==> src/rtl/nfts_pkg.sv <==
package nfts_pkg;

   // request kinds carried in req_tuser
   localparam logic [1:0] ACT_ADD    = 2'd0;
   localparam logic [1:0] ACT_QUERY  = 2'd1;
   localparam logic [1:0] ACT_REMOVE = 2'd2;

   // result status codes carried in rsp_tuser
   localparam logic [1:0] STATUS_OK        = 2'd0;
   localparam logic [1:0] STATUS_FULL      = 2'd1;
   localparam logic [1:0] STATUS_NO_CAND   = 2'd2;
   localparam logic [1:0] STATUS_NOT_VALID = 2'd3;

   // control that travels alongside each slot in the distance pipeline
   typedef struct packed {
      logic valid;
      logic cand;
      logic last;
   } nfts_tag_type;

endpackage

==> src/rtl/nearest_free_target_search.sv <==
// Nearest free target search
//
// Request channel (req_*): one transfer per command. req_tuser selects the
// command (add point, nearest query and claim, remove slot); req_tdata holds
// the coordinates and the slot to remove. Result channel (rsp_*): exactly one
// transfer per command, in command order.
//
// The point table lives in one single-port-read, single-port-write memory of
// TABLE_DEPTH words. An add scans the table one slot a cycle for the lowest
// free slot. A query streams every slot through the distance and root
// pipeline, one slot a cycle, then writes the claim. A remove reads and
// writes back one slot. One command is worked on at a time; the memory scan
// sets the rate.
//
// After reset the block clears every slot of the table and holds req_tready
// low meanwhile. A finished result waits in the output register while the
// next command is already accepted and processed; a further result waits in
// the block until rsp_tready takes the previous one.
module nearest_free_target_search #(
   parameter  int TABLE_DEPTH = 64,
   parameter  int COORD_BITS  = 8,
   localparam int REQ_W       = ((2 * COORD_BITS + 6 + 7) / 8) * 8,
   localparam int RSP_W       = ((2 * COORD_BITS + 15 + 7) / 8) * 8
) (
   input  logic             clock,
   input  logic             reset,
   // request channel
   input  logic             req_tvalid,
   output logic             req_tready,
   input  logic [REQ_W-1:0] req_tdata,   // pos_x, pos_y, target_entry
   input  logic [1:0]       req_tuser,   // action
   // result channel
   output logic             rsp_tvalid,
   input  logic             rsp_tready,
   output logic [RSP_W-1:0] rsp_tdata,   // entry_out, hit_x, hit_y, root_distance
   output logic [2:0]       rsp_tuser    // found, status
);

   import nfts_pkg::*;

   localparam int CB = COORD_BITS;
   localparam int AW = $clog2(TABLE_DEPTH);
   localparam int WW = 2 * CB + 2;
   localparam int RW = CB + 1;
   localparam logic [AW-1:0] LAST_SLOT = AW'(TABLE_DEPTH - 1);

   // sequencer states
   localparam logic [3:0] ST_CLEAR     = 4'd0;
   localparam logic [3:0] ST_IDLE      = 4'd1;
   localparam logic [3:0] ST_ADD_SCAN  = 4'd2;
   localparam logic [3:0] ST_ADD_WAIT  = 4'd3;
   localparam logic [3:0] ST_QRY_SCAN  = 4'd4;
   localparam logic [3:0] ST_QRY_WAIT  = 4'd5;
   localparam logic [3:0] ST_QRY_CLAIM = 4'd6;
   localparam logic [3:0] ST_REM_CHECK = 4'd7;
   localparam logic [3:0] ST_POST      = 4'd8;

   logic [3:0]        state_ff, state_in;
   logic [AW-1:0]     scan_ff, scan_in;
   logic              rd_pend_ff, rd_pend_in;
   logic [AW-1:0]     rd_addr_ff, rd_addr_in;
   logic [CB-1:0]     px_ff, px_in, py_ff, py_in;
   logic [5:0]        te_ff, te_in;
   logic              have_ff, have_in;
   logic [AW-1:0]     best_slot_ff, best_slot_in;
   logic [CB-1:0]     best_x_ff, best_x_in, best_y_ff, best_y_in;
   logic [RW-1:0]     best_root_ff, best_root_in;
   logic              res_found_ff, res_found_in;
   logic [5:0]        res_entry_ff, res_entry_in;
   logic [CB-1:0]     res_x_ff, res_x_in, res_y_ff, res_y_in;
   logic [8:0]        res_root_ff, res_root_in;
   logic [1:0]        res_status_ff, res_status_in;
   logic              rsp_valid_ff, rsp_valid_in;
   logic [RSP_W-1:0]  rsp_tdata_ff, rsp_tdata_in;
   logic [2:0]        rsp_tuser_ff, rsp_tuser_in;

   // request fields
   logic [1:0]        req_action;
   logic [CB-1:0]     req_x, req_y;
   logic [5:0]        req_te;
   logic [31:0]       req_te_wide;
   logic              req_te_ok;

   // table port
   logic              tbl_we, tbl_re;
   logic [AW-1:0]     tbl_waddr, tbl_raddr;
   logic [WW-1:0]     tbl_wdata, tbl_rdata;
   logic [CB-1:0]     rd_x, rd_y;
   logic              rd_valid, rd_claimed;

   // distance pipeline
   nfts_tag_type      dist_in_tag, dist_out_tag;
   logic [AW-1:0]     dist_out_slot;
   logic [CB-1:0]     dist_out_x, dist_out_y;
   logic [RW-1:0]     dist_out_root;

   // narrowing helpers
   logic [31:0]       rd_addr_wide, best_slot_wide;
   logic [RW+8:0]     best_root_wide;

   // request unpacking
   always_comb begin
      req_action  = req_tuser;
      req_x       = req_tdata[CB-1:0];
      req_y       = req_tdata[2*CB-1:CB];
      req_te      = req_tdata[2*CB+5:2*CB];
      req_te_wide = 32'(req_te);
      req_te_ok   = req_te_wide < TABLE_DEPTH;
   end

   assign req_tready = (state_ff == ST_IDLE);

   // table word fields, lowest bits first: x, y, claimed, valid
   always_comb begin
      rd_x       = tbl_rdata[CB-1:0];
      rd_y       = tbl_rdata[2*CB-1:CB];
      rd_claimed = tbl_rdata[2*CB];
      rd_valid   = tbl_rdata[2*CB+1];
   end

   nfts_table #(
      .DEPTH     (TABLE_DEPTH),
      .ADDR_BITS (AW),
      .WORD_BITS (WW)
   ) u_table (
      .clock (clock),
      .we    (tbl_we),
      .waddr (tbl_waddr),
      .wdata (tbl_wdata),
      .re    (tbl_re),
      .raddr (tbl_raddr),
      .rdata (tbl_rdata)
   );

   // slots read during a query go through the distance pipeline
   always_comb begin
      dist_in_tag.valid = rd_pend_ff &&
                          (state_ff == ST_QRY_SCAN || state_ff == ST_QRY_WAIT);
      dist_in_tag.cand  = rd_valid && !rd_claimed;
      dist_in_tag.last  = (rd_addr_ff == LAST_SLOT);
   end

   nfts_dist #(
      .SLOT_BITS  (AW),
      .COORD_BITS (CB)
   ) u_dist (
      .clock    (clock),
      .reset    (reset),
      .in_tag   (dist_in_tag),
      .in_slot  (rd_addr_ff),
      .in_px    (px_ff),
      .in_py    (py_ff),
      .in_x     (rd_x),
      .in_y     (rd_y),
      .out_tag  (dist_out_tag),
      .out_slot (dist_out_slot),
      .out_x    (dist_out_x),
      .out_y    (dist_out_y),
      .out_root (dist_out_root)
   );

   always_comb begin
      rd_addr_wide   = 32'(rd_addr_ff);
      best_slot_wide = 32'(best_slot_ff);
      best_root_wide = (RW+9)'(best_root_ff);
   end

   // sequencer
   always_comb begin
      state_in      = state_ff;
      scan_in       = scan_ff;
      rd_pend_in    = 1'b0;
      rd_addr_in    = scan_ff;
      px_in         = px_ff;
      py_in         = py_ff;
      te_in         = te_ff;
      have_in       = have_ff;
      best_slot_in  = best_slot_ff;
      best_x_in     = best_x_ff;
      best_y_in     = best_y_ff;
      best_root_in  = best_root_ff;
      res_found_in  = res_found_ff;
      res_entry_in  = res_entry_ff;
      res_x_in      = res_x_ff;
      res_y_in      = res_y_ff;
      res_root_in   = res_root_ff;
      res_status_in = res_status_ff;
      rsp_valid_in  = rsp_valid_ff && !rsp_tready;
      rsp_tdata_in  = rsp_tdata_ff;
      rsp_tuser_in  = rsp_tuser_ff;
      tbl_we        = 1'b0;
      tbl_waddr     = scan_ff;
      tbl_wdata     = '0;
      tbl_re        = 1'b0;
      tbl_raddr     = scan_ff;

      unique case (state_ff)
         // clearing pass after reset
         ST_CLEAR: begin
            tbl_we    = 1'b1;
            tbl_waddr = scan_ff;
            tbl_wdata = '0;
            scan_in   = scan_ff + 1'b1;
            if (scan_ff == LAST_SLOT) begin
               scan_in  = '0;
               state_in = ST_IDLE;
            end
         end

         // take a command
         ST_IDLE: begin
            if (req_tvalid) begin
               px_in   = req_x;
               py_in   = req_y;
               te_in   = req_te;
               scan_in = '0;
               have_in = 1'b0;
               unique case (req_action)
                  ACT_ADD:   state_in = ST_ADD_SCAN;
                  ACT_QUERY: state_in = ST_QRY_SCAN;
                  ACT_REMOVE: begin
                     res_found_in = 1'b0;
                     res_entry_in = req_te;
                     res_x_in     = '0;
                     res_y_in     = '0;
                     res_root_in  = '0;
                     if (req_te_ok) begin
                        tbl_re    = 1'b1;
                        tbl_raddr = req_te_wide[AW-1:0];
                        state_in  = ST_REM_CHECK;
                     end else begin
                        res_status_in = STATUS_NOT_VALID;
                        state_in      = ST_POST;
                     end
                  end
                  default: begin
                     res_found_in  = 1'b0;
                     res_entry_in  = '0;
                     res_x_in      = '0;
                     res_y_in      = '0;
                     res_root_in   = '0;
                     res_status_in = STATUS_OK;
                     state_in      = ST_POST;
                  end
               endcase
            end
         end

         // lowest free slot search
         ST_ADD_SCAN, ST_ADD_WAIT: begin
            if (state_ff == ST_ADD_SCAN) begin
               tbl_re     = 1'b1;
               tbl_raddr  = scan_ff;
               rd_pend_in = 1'b1;
               rd_addr_in = scan_ff;
               scan_in    = scan_ff + 1'b1;
               if (scan_ff == LAST_SLOT) begin
                  state_in = ST_ADD_WAIT;
               end
            end
            res_found_in = 1'b0;
            res_x_in     = '0;
            res_y_in     = '0;
            res_root_in  = '0;
            if (rd_pend_ff && !rd_valid) begin
               tbl_we        = 1'b1;
               tbl_waddr     = rd_addr_ff;
               tbl_wdata     = {1'b1, 1'b0, py_ff, px_ff};
               rd_pend_in    = 1'b0;
               res_entry_in  = rd_addr_wide[5:0];
               res_status_in = STATUS_OK;
               state_in      = ST_POST;
            end else if (rd_pend_ff && rd_addr_ff == LAST_SLOT) begin
               rd_pend_in    = 1'b0;
               res_entry_in  = '0;
               res_status_in = STATUS_FULL;
               state_in      = ST_POST;
            end
         end

         // stream every slot into the distance pipeline
         ST_QRY_SCAN, ST_QRY_WAIT: begin
            if (state_ff == ST_QRY_SCAN) begin
               tbl_re     = 1'b1;
               tbl_raddr  = scan_ff;
               rd_pend_in = 1'b1;
               rd_addr_in = scan_ff;
               scan_in    = scan_ff + 1'b1;
               if (scan_ff == LAST_SLOT) begin
                  state_in = ST_QRY_WAIT;
               end
            end
            // strict less-than keeps the lowest slot on a tie
            if (dist_out_tag.valid && dist_out_tag.cand &&
                (!have_ff || dist_out_root < best_root_ff)) begin
               have_in      = 1'b1;
               best_slot_in = dist_out_slot;
               best_x_in    = dist_out_x;
               best_y_in    = dist_out_y;
               best_root_in = dist_out_root;
            end
            if (dist_out_tag.valid && dist_out_tag.last) begin
               state_in = ST_QRY_CLAIM;
            end
         end

         // claim the nearest slot
         ST_QRY_CLAIM: begin
            if (have_ff) begin
               tbl_we        = 1'b1;
               tbl_waddr     = best_slot_ff;
               tbl_wdata     = {1'b1, 1'b1, best_y_ff, best_x_ff};
               res_found_in  = 1'b1;
               res_entry_in  = best_slot_wide[5:0];
               res_x_in      = best_x_ff;
               res_y_in      = best_y_ff;
               res_root_in   = best_root_wide[8:0];
               res_status_in = STATUS_OK;
            end else begin
               res_found_in  = 1'b0;
               res_entry_in  = '0;
               res_x_in      = '0;
               res_y_in      = '0;
               res_root_in   = '0;
               res_status_in = STATUS_NO_CAND;
            end
            state_in = ST_POST;
         end

         // free the slot if it holds a point
         ST_REM_CHECK: begin
            if (rd_valid) begin
               tbl_we        = 1'b1;
               tbl_waddr     = 32'(te_ff) < TABLE_DEPTH ? AW'(te_ff) : '0;
               tbl_wdata     = {1'b0, 1'b0, rd_y, rd_x};
               res_status_in = STATUS_OK;
            end else begin
               res_status_in = STATUS_NOT_VALID;
            end
            state_in = ST_POST;
         end

         // hand the result to the output register
         ST_POST: begin
            if (!rsp_valid_ff || rsp_tready) begin
               rsp_valid_in = 1'b1;
               rsp_tdata_in = RSP_W'({res_root_ff, res_y_ff, res_x_ff, res_entry_ff});
               rsp_tuser_in = {res_status_ff, res_found_ff};
               state_in     = ST_IDLE;
            end
         end

         default: begin
            state_in = ST_IDLE;
         end
      endcase
   end

   // control registers
   always_ff @(posedge clock) begin
      if (reset) begin
         state_ff     <= ST_CLEAR;
         scan_ff      <= '0;
         rd_pend_ff   <= 1'b0;
         have_ff      <= 1'b0;
         rsp_valid_ff <= 1'b0;
      end else begin
         state_ff     <= state_in;
         scan_ff      <= scan_in;
         rd_pend_ff   <= rd_pend_in;
         have_ff      <= have_in;
         rsp_valid_ff <= rsp_valid_in;
      end
   end

   // payload registers
   always_ff @(posedge clock) begin
      rd_addr_ff    <= rd_addr_in;
      px_ff         <= px_in;
      py_ff         <= py_in;
      te_ff         <= te_in;
      best_slot_ff  <= best_slot_in;
      best_x_ff     <= best_x_in;
      best_y_ff     <= best_y_in;
      best_root_ff  <= best_root_in;
      res_found_ff  <= res_found_in;
      res_entry_ff  <= res_entry_in;
      res_x_ff      <= res_x_in;
      res_y_ff      <= res_y_in;
      res_root_ff   <= res_root_in;
      res_status_ff <= res_status_in;
      rsp_tdata_ff  <= rsp_tdata_in;
      rsp_tuser_ff  <= rsp_tuser_in;
   end

   assign rsp_tvalid = rsp_valid_ff;
   assign rsp_tdata  = rsp_tdata_ff;
   assign rsp_tuser  = rsp_tuser_ff;

`ifndef SYNTHESIS
   // reset always restarts the clearing pass
   a_reset_clears: assert property (@(posedge clock)
      reset |=> state_ff == ST_CLEAR)
      else $error("reset did not start the clearing pass");

   // the table is never written while waiting for a command
   a_idle_no_write: assert property (@(posedge clock) disable iff (reset)
      state_ff == ST_IDLE |-> !tbl_we)
      else $error("table written while idle");

   // a successful claim writes a valid, claimed word
   a_claim_write: assert property (@(posedge clock) disable iff (reset)
      (state_ff == ST_QRY_CLAIM && have_ff) |->
         (tbl_we && tbl_wdata[2*CB+1] && tbl_wdata[2*CB]))
      else $error("claim write malformed");

   // distance results only arrive during a query scan
   a_dist_in_query: assert property (@(posedge clock) disable iff (reset)
      dist_out_tag.valid |-> (state_ff == ST_QRY_SCAN || state_ff == ST_QRY_WAIT))
      else $error("distance result outside a query");

   // a result is only posted after the previous one is taken
   a_post_no_overrun: assert property (@(posedge clock) disable iff (reset)
      (state_ff == ST_POST && rsp_valid_ff && !rsp_tready) |=>
         (state_ff == ST_POST && $stable(rsp_tdata_ff)))
      else $error("result overran the output register");
`endif

endmodule

==> src/rtl/nfts_table.sv <==
module nfts_table #(
   parameter int DEPTH      = 64,
   parameter int ADDR_BITS  = 6,
   parameter int WORD_BITS  = 18
) (
   input  logic                 clock,
   input  logic                 we,
   input  logic [ADDR_BITS-1:0] waddr,
   input  logic [WORD_BITS-1:0] wdata,
   input  logic                 re,
   input  logic [ADDR_BITS-1:0] raddr,
   output logic [WORD_BITS-1:0] rdata
);

   logic [WORD_BITS-1:0] mem [DEPTH];
   logic [WORD_BITS-1:0] rdata_ff;

   // single write port
   always_ff @(posedge clock) begin
      if (we) begin
         mem[waddr] <= wdata;
      end
   end

   // registered read port
   always_ff @(posedge clock) begin
      if (re) begin
         rdata_ff <= mem[raddr];
      end
   end

   assign rdata = rdata_ff;

endmodule

==> src/rtl/nfts_dist.sv <==
module nfts_dist #(
   parameter int SLOT_BITS  = 6,
   parameter int COORD_BITS = 8
) (
   input  logic                         clock,
   input  logic                         reset,
   input  nfts_pkg::nfts_tag_type       in_tag,
   input  logic [SLOT_BITS-1:0]         in_slot,
   input  logic [COORD_BITS-1:0]        in_px,
   input  logic [COORD_BITS-1:0]        in_py,
   input  logic [COORD_BITS-1:0]        in_x,
   input  logic [COORD_BITS-1:0]        in_y,
   output nfts_pkg::nfts_tag_type       out_tag,
   output logic [SLOT_BITS-1:0]         out_slot,
   output logic [COORD_BITS-1:0]        out_x,
   output logic [COORD_BITS-1:0]        out_y,
   output logic [COORD_BITS:0]          out_root
);

   import nfts_pkg::*;

   localparam int RW  = COORD_BITS + 1;   // root width
   localparam int RDW = 2 * RW;           // padded radicand width
   localparam int RMW = RW + 3;           // remainder width
   localparam int SQW = 2 * COORD_BITS;   // square width

   // front stages: difference, squares, sum
   nfts_tag_type            a_tag_ff, b_tag_ff;
   logic [SLOT_BITS-1:0]    a_slot_ff, b_slot_ff;
   logic [COORD_BITS-1:0]   a_x_ff, a_y_ff, b_x_ff, b_y_ff;
   logic [COORD_BITS-1:0]   a_dx_ff, a_dy_ff;
   logic [SQW-1:0]          b_sx_ff, b_sy_ff;
   logic [COORD_BITS-1:0]   dx_in, dy_in;

   // root stages, index 0 holds the radicand
   nfts_tag_type            tag_ff  [RW+1];
   logic [SLOT_BITS-1:0]    slot_ff [RW+1];
   logic [COORD_BITS-1:0]   x_ff    [RW+1];
   logic [COORD_BITS-1:0]   y_ff    [RW+1];
   logic [RDW-1:0]          rad_ff  [RW+1];
   logic [RMW-1:0]          rem_ff  [RW+1];
   logic [RW-1:0]           root_ff [RW+1];

   // absolute differences
   always_comb begin
      dx_in = (in_px > in_x) ? (in_px - in_x) : (in_x - in_px);
      dy_in = (in_py > in_y) ? (in_py - in_y) : (in_y - in_py);
   end

   always_ff @(posedge clock) begin
      if (reset) begin
         a_tag_ff <= '0;
      end else begin
         a_tag_ff <= in_tag;
      end
      a_slot_ff <= in_slot;
      a_x_ff    <= in_x;
      a_y_ff    <= in_y;
      a_dx_ff   <= dx_in;
      a_dy_ff   <= dy_in;
   end

   // squares
   always_ff @(posedge clock) begin
      if (reset) begin
         b_tag_ff <= '0;
      end else begin
         b_tag_ff <= a_tag_ff;
      end
      b_slot_ff <= a_slot_ff;
      b_x_ff    <= a_x_ff;
      b_y_ff    <= a_y_ff;
      b_sx_ff   <= SQW'(a_dx_ff) * SQW'(a_dx_ff);
      b_sy_ff   <= SQW'(a_dy_ff) * SQW'(a_dy_ff);
   end

   // sum of squares into the root pipeline
   always_ff @(posedge clock) begin
      if (reset) begin
         tag_ff[0] <= '0;
      end else begin
         tag_ff[0] <= b_tag_ff;
      end
      slot_ff[0] <= b_slot_ff;
      x_ff[0]    <= b_x_ff;
      y_ff[0]    <= b_y_ff;
      rad_ff[0]  <= RDW'(b_sx_ff) + RDW'(b_sy_ff);
      rem_ff[0]  <= '0;
      root_ff[0] <= '0;
   end

   // one root bit per stage, most significant first
   for (genvar k = 0; k < RW; k++) begin : g_root
      logic [RMW-1:0] shifted;
      logic [RMW-1:0] trial;

      always_comb begin
         shifted = {rem_ff[k][RMW-3:0], rad_ff[k][2*(RW-1-k)+1 -: 2]};
         trial   = RMW'({root_ff[k], 2'b01});
      end

      always_ff @(posedge clock) begin
         if (reset) begin
            tag_ff[k+1] <= '0;
         end else begin
            tag_ff[k+1] <= tag_ff[k];
         end
         slot_ff[k+1] <= slot_ff[k];
         x_ff[k+1]    <= x_ff[k];
         y_ff[k+1]    <= y_ff[k];
         rad_ff[k+1]  <= rad_ff[k];
         if (shifted >= trial) begin
            rem_ff[k+1]  <= shifted - trial;
            root_ff[k+1] <= {root_ff[k][RW-2:0], 1'b1};
         end else begin
            rem_ff[k+1]  <= shifted;
            root_ff[k+1] <= {root_ff[k][RW-2:0], 1'b0};
         end
      end
   end

   assign out_tag  = tag_ff[RW];
   assign out_slot = slot_ff[RW];
   assign out_x    = x_ff[RW];
   assign out_y    = y_ff[RW];
   assign out_root = root_ff[RW];

endmodule
==> config.mk <==
export PLATFORM = sky130hd
export DESIGN_NAME = nearest_free_target_search
export DESIGN_NICKNAME = d
export VERILOG_FILES = /design/src/rtl/nfts_pkg.sv /design/src/rtl/nearest_free_target_search.sv /design/src/rtl/nfts_table.sv /design/src/rtl/nfts_dist.sv
export SDC_FILE = /design/constraint.sdc
export NUM_CORES = 2
export LEC_CHECK = 0
export BUFFER_PORTS_ARGS = -buffer_cell sky130_fd_sc_hd__buf_2
export CAP_MARGIN = 20
export CORE_MARGIN = 2
export CORE_UTILIZATION = 30
export DETAILED_ROUTE_END_ITERATION = 8
export SYNTH_ARGS = -nofsm -noshare
export SYNTH_HDL_FRONTEND = slang
export SYNTH_HIERARCHICAL = 1
export SYNTH_SLANG_ARGS = --single-unit
==> constraint.sdc <==
create_clock -name clock -period 12.4 [get_ports clock]
set_clock_uncertainty 0.05 [all_clocks]
set_input_delay 1.86 -clock clock [delete_from_list [all_inputs] [get_ports clock]]
set_output_delay 1.86 -clock clock [all_outputs]
set_load 0.05 [all_outputs]
# ---- Word-level counts from Yosys, hierarchy flattened
# Memory sizes are Yosys's and may differ from the RTL's. A register that Yosys moved wholly into a read port is not among the register bits.
# Cells that the tools add are included.
dict set report op_classes {
  n_addsub 15
  multipliers 2
  n_div 0
  n_lt_le_gt_ge 12
  eq_ne 25
  n_shift 0
  mux 133
  bitwise 28
  n_reduce_logical 36
}
# cell n
set ops {}
lappend ops {{>= comparator 12 x 11 -> 1 bit} 9}
lappend ops {{2-to-1 mux 12 bit} 9}
lappend ops {{2-to-1 mux 9 bit} 12}
lappend ops {{subtractor 12 x 11 -> 12 bit} 9}
lappend ops {{2-to-1 mux 6 bit} 14}
lappend ops {{one-hot mux 18 bit (3 select lines)} 1}
lappend ops {{2-to-1 mux 8 bit} 6}
lappend ops {{one-hot mux 8 bit (3 select lines)} 2}
lappend ops {{2-to-1 mux 1 bit} 47}
lappend ops {{2-to-1 mux 4 bit} 10}
lappend ops {{2-to-1 mux 18 bit} 2}
lappend ops {{one-hot mux 6 bit (3 select lines)} 2}
lappend ops {{multiplier 8 x 8 -> 16 bit} 2}
lappend ops {{subtractor 8 bit} 4}
lappend ops {{2-to-1 mux 3 bit} 10}
lappend ops {{bitwise OR 1 bit} 28}
lappend ops {{one-hot mux 9 bit (3 select lines)} 1}
lappend ops {{one-hot mux 4 bit (6 select lines)} 1}
lappend ops {{one-hot mux 6 bit (4 select lines)} 1}
lappend ops {{adder 16 x 16 -> 17 bit} 1}
lappend ops {{equality test 4 x 3 -> 1 bit, second input constant} 4}
lappend ops {{> comparator 8 bit} 2}
lappend ops {{2-to-1 mux 16 bit} 1}
lappend ops {{inequality test 2 bit, second input constant} 8}
lappend ops {{31 further kinds} 65}
dict set report totals {
  reg_bits 216
  latch_bits 0
  ram_bits 1792
  romBits 0
  in_bits 30
  out_inout_bits 37
  wordCells 293
  mem_count 8
}
# name depth word_bits rd rd_ports_with_merged_regs write_ports line_no
set memory_table {}
lappend memory_table {u_table.mem 64 18 1 1 1 nfts_table.sv:15} ;# logic [WORD_BITS-1:0] mem [DEPTH];
lappend memory_table {u_dist.rad_ff 10 18 9 0 10 nfts_dist.sv:40} ;# logic [RDW-1:0] rad_ff [RW+1];
lappend memory_table {u_dist.rem_ff 10 12 9 0 10 nfts_dist.sv:41} ;# logic [RMW-1:0] rem_ff [RW+1];
lappend memory_table {u_dist.root_ff 10 9 10 0 10 nfts_dist.sv:42} ;# logic [RW-1:0] root_ff [RW+1];
lappend memory_table {u_dist.x_ff 10 8 10 1 10 nfts_dist.sv:38} ;# logic [COORD_BITS-1:0] x_ff [RW+1];
lappend memory_table {u_dist.y_ff 10 8 10 1 10 nfts_dist.sv:39} ;# logic [COORD_BITS-1:0] y_ff [RW+1];
lappend memory_table {{+2 memories} - - - - - -}

# ---- Logic depth before layout (Yosys ltp)
dict set report depth {
  depth_word 6
  ltp_mapped 17
  depth_no_buf 16
}

# ---- Hierarchy
# The synthesis kept the hierarchy.
# mod n_inst cells_per_inst area_per_inst_um2 seq_area_each_um2
set modules_own_cells {}
lappend modules_own_cells {nfts_table 1 1957 44801.7 35133.7}
lappend modules_own_cells {nfts_dist 1 1609 18955.7 10990.5}
lappend modules_own_cells {nearest_free_target_search 1 410 5699.2 4013.8}

# ---- Least setup slack after synthesis
# OpenSTA, ideal clock, no wires.
dict set report synth_path {
  kind {input-to-reg}
  from {in req_tuser[0]}
  to {reg res_entry_ff[0], enable pin}
  setup_ps 354
  arrival_ps 4828
  required_time_ps 11996
  slack_ps 7168
  cell_stages 6
  n_path_buf 0
  cell_sequence {inv_1 > ha_1 > nor2_1 > a31oi_1 > a211oi_1 > nor2b_1}
}
dict set report synth_between {
  elab_chain_cells 4
  elab_cells_between_ends 5
  classes_between {2 x eq/ne; 3 x reduce/logical}
}
# element line_no
set synth_rtl {}
lappend synth_rtl {{start: declaration} nearest_free_target_search.sv:31} ;# input logic [1:0] req_tuser,
lappend synth_rtl {{equality test 2 x 1 -> 1 bit / zero test 2 bit (equally long branches)} nearest_free_target_search.sv:218} ;# unique case (req_action)
lappend synth_rtl {{OR reduction 2 bit (no source line) *} -}
lappend synth_rtl {{inequality test 2 bit (no source line) *} -}
lappend synth_rtl {{AND reduction 4 bit (no source line) *} -}
lappend synth_rtl {{end signal: assignment} nearest_free_target_search.sv:387} ;# res_entry_ff <= res_entry_in;
lappend synth_rtl {{end: declaration} nearest_free_target_search.sv:69} ;# logic [5:0] res_entry_ff, res_entry_in;
# Every way passes the cells marked *; elsewhere a longest branch is shown, timed or not.
# A chain may end at the register's enable or synchronous reset.

# ---- Worst setup path after layout
dict set report layout_path {
  from {in req_tuser[0]}
  to {reg u_table.rdata_ff[17] (netlist: u_table/rdata[17]), read port of u_table.mem, data pin}
}
dict set report layout_between {
  elab_chain_cells 4
  elab_cells_between_ends 7
  classes_between {1 x eq/ne; 6 x mux}
}
# element line_no
set layout_rtl {}
lappend layout_rtl {{equality test 2 bit} nearest_free_target_search.sv:218}
lappend layout_rtl {{2-to-1 mux 6 bit} nearest_free_target_search.sv:218}
lappend layout_rtl {{2-to-1 mux 6 bit} nearest_free_target_search.sv:212} ;# if (req_tvalid) begin
lappend layout_rtl {{2-to-1 mux 6 bit} -}
lappend layout_rtl {{via tbl_raddr[1]} nearest_free_target_search.sv:86} ;# logic [AW-1:0] tbl_waddr, tbl_raddr;
lappend layout_rtl {{end: declaration} nfts_table.sv:16} ;# logic [WORD_BITS-1:0] rdata_ff;
# The timed path passes the listed nets, and every way through them passes these cells.

==> impl_metrics.env <==
export IMPL_cp_data_arrival_time_ns=6.69
export IMPL_rows=176
export IMPL_synth_top_area_share_pct=55.8
export IMPL_maxSlewViolCount=0
export IMPL_rsz0062_at_grt="false"
export IMPL_wl_per_cell_um=20.5
export IMPL_gr_usage_all_layers_pct=12.6
export IMPL_p_leak_nw=25.6
export IMPL_gp_congestion=0.784
export IMPL_avgViaCountPerCell=4.67
export IMPL_synth_cell_types=82
export IMPL_syn_instance_count=3976
export IMPL_synth_common_cells="1,291 x edfxtp_1, 568 x dfxtp_1, 300 x mux4_2"
export IMPL_cts_clk_slew_worst_paths_ns=0.06
export IMPL_path_depth=12
export IMPL_cp_buffers_inverters=4
export IMPL_fin_util_pct=34.8
export IMPL_drt_first_pass_iters=8
export IMPL_routed_wl_um=151000
export IMPL_die_y_um=485
export IMPL_synth_top_cell_by_area="edfxtp_1"
export IMPL_synth_enable_flop_cells=1291
export IMPL_min_path_type="reg -> reg"
export IMPL_peakVddDrop_mv=0.355
export IMPL_path_cells="buf_2 > inv_1 > ha_1 > nand2_1 > mux2_8 > buf_4 > buf_4 > mux4_2 > nor2_1 > a211oi_1 > o21ai_1 > o21ai_1"
export IMPL_drtAntennaViolNets=0
export IMPL_vias=34400
export IMPL_first_iter_violations=3326
export IMPL_fin_worst_hold_slack_ns=0.245
export IMPL_synth_area_leaders="edfxtp_1 56%, dfxtp_1 16%, mux4_2 9.7%"
export IMPL_muxShareOfSynthArea_pct=11.4
export IMPL_hold_buffers=0
export IMPL_setup_tns_ns=0
export IMPL_io_pins=67
export IMPL_critPathLaunch="req_tuser[0]"
export IMPL_cpLargestDelayFamily="compound AO/OA/AOI/OAI gates"
export IMPL_syn2layout_area_growth_pct=15.4
export IMPL_synth_compound_area_share_pct=3.99
export IMPL_initial_core_util_pct=30.2
export IMPL_worstMarginPinSlew_ns=1.14
export IMPL_relSlewSlack_pct=23.8
export IMPL_min_period_ns=6.08
export IMPL_avgSynthCellArea_um2=17.5
export IMPL_ys_ff_latch=1859
export IMPL_worstSetupStartpointType="input port"
export IMPL_fillers=21500
export IMPL_drive_gt1_share_pct=19.7
export IMPL_finalHoldViolCount=0
export IMPL_dp_hpwl_um=90300
export IMPL_clock_latency_ns=0.83
export IMPL_htreeDepth=4
export IMPL_clk_path_buf_depth=3
export IMPL_nNetsFinal=4422
export IMPL_ys_warn_count=6
export IMPL_drv_cap=0
export IMPL_synthMostInstantiatedCell="edfxtp_1"
export IMPL_end_kind="flop"
export IMPL_worstReg2RegEnd="u_table/rdata[17]"
export IMPL_crit_fanout=64
export IMPL_synth_xor_area_share_pct=1.19
export IMPL_grt_max_degree=109
export IMPL_grt_pass1_vias=34900
export IMPL_period_share_pct=49.0
export IMPL_synth_area_mm2=0.0695
export IMPL_dieArea_mm2=0.235
export IMPL_cts_tree="done"
export IMPL_synth_fa_ha_area_share_pct=4.56
export IMPL_timing_rr_start="state_ff[3]"
export IMPL_status="finished clean"
export IMPL_cts_resized=0
export IMPL_async_reset_ff_share_pct=0
export IMPL_cts_sinks=1859
export IMPL_finalSetupViolCount=0
export IMPL_cp_endpoint="u_table/rdata[17]"
export IMPL_crit_required_ns=13.01
export IMPL_cts_setup_buffers=0
export IMPL_power_mw=19.8
export IMPL_r2r_setup_slack_ns=6.41
export IMPL_ys_flop_type="edfxtp_1"
export IMPL_drc=0
export IMPL_grt_pass1_wl_um=224000
export IMPL_coreArea_mm2=0.230
export IMPL_port_buffer_count=63
export IMPL_antenna_found_initial=8
export IMPL_slowest_delay_ns=0.96
export IMPL_critPathKind="in -> reg"
export IMPL_clockRootBuffer="clkbuf_16"
export IMPL_synth_top_family_by_area="multiplexers"
export IMPL_cts_made_buffers=184
export IMPL_fmax_ghz=0.165
export IMPL_grt_ovfl_total=0
export IMPL_ys_seq_area_share_pct=72.2
export IMPL_cpMaxStageDelayCell="a211oi_1"
export IMPL_die_w_um=485
export IMPL_synth_simple_area_share_pct=4.28
export IMPL_worst_r2r_cell_count=11
export IMPL_p_per_area_mw_per_mm2=247
layout by cell type (no fill, tap or decap), types with 36 or more instances in the layout:
master        n
dfxtp_1     568
clkinv_1     36
fa_1         54
nand2_1     106
buf_4        76
clkbuf_16   188
buf_2        63
edfxtp_1   1291
xor2_1       36
xnor2_1      58
and2_1       61
inv_1       209
nor2_1      127
a21oi_1     105
ha_1        167
mux2i_1      79
o21ai_0      93
mux4_2      300
nor2b_1      67
nor3_1       39
cell families after synthesis:
family	count (synthesis)
compound gates	430
xor+xnor	94
fa+ha+maj	221
buf+inv	372
flops	1859
mux	411
other cells	2
simple gates	587
stage by stage:
step | instances | worst slack, ns | cell area, µm²
after floorplan | 3978 | 7.17 | 69500
after global placement | 6996 | 5.49 | 73600
after detailed placement | 6998 | 5.54 | 73600
after CTS | 7341 | 6.39 | 79900
after global routing | 7354 | 6.09 | 80100
final | 7359 | 6.32 | 80100
report_power, final:
group | internal, mW | total (mW) | switching, mW
Clock | 3.21 | 5.59 | 2.38
Sequential | 7.43 | 7.76 | 0.330
Combinational | 2.79 | 6.46 | 3.66
state kept, by name (all words and copies together) (netlist names), 18 cells and up:
name,flops
u_dist/tag_ff,30
u_table/rdata,18
u_dist/root_ff,44
u_table/mem,1152
u_dist/slot_ff,60
u_dist/y_ff,80
u_dist/x_ff,80
u_dist/rad_ff,90
u_dist/rem_ff,69
rsp_tdata,31
how the worst min path moves through the flow:
stage	start	to	slack [ns]	cells past startpoint
2_1_floorplan	u_dist/a_slot_ff[0]	u_dist/b_slot_ff[0]	0.26	0
3_3_place_gp	u_dist/x_ff[7][3]	u_dist/x_ff[8][3]	0.26	0
3_5_place_dp	u_dist/a_slot_ff[4]	u_dist/b_slot_ff[4]	0.26	0
4_1_cts	u_dist/rad_ff[0][8]	u_dist/rad_ff[1][8]	0.24	0
5_1_grt	u_dist/rad_ff[0][8]	u_dist/rad_ff[1][8]	0.25	0
6_report	u_dist/a_x_ff[0]	u_dist/b_x_ff[0]	0.24	0
layout make-up:
cell class                 instances  area [µm²]  area share (%)
antenna                            5        12.5          0.0156
clock buffer                     228        5000            6.25
clock inverter                   115        1230            1.53
inverter                         225         845            1.05
multi-input combinational       1747       17900            22.4
sequential                      1859       50100            62.6
tap                             3026        3790            4.72
timing repair buffer             154        1190            1.49
routing by layer:
layer	GRT usage (%)	share of wire (%)	up-vias
met5	0	0.022	-
met4	3.44	2.2	4
met3	2.68	6.8	220
met2	20.8	48	969
met1	16.8	43	17700
li1	-	-	15500
No activity file was read; power rests on OpenSTA's default activity.
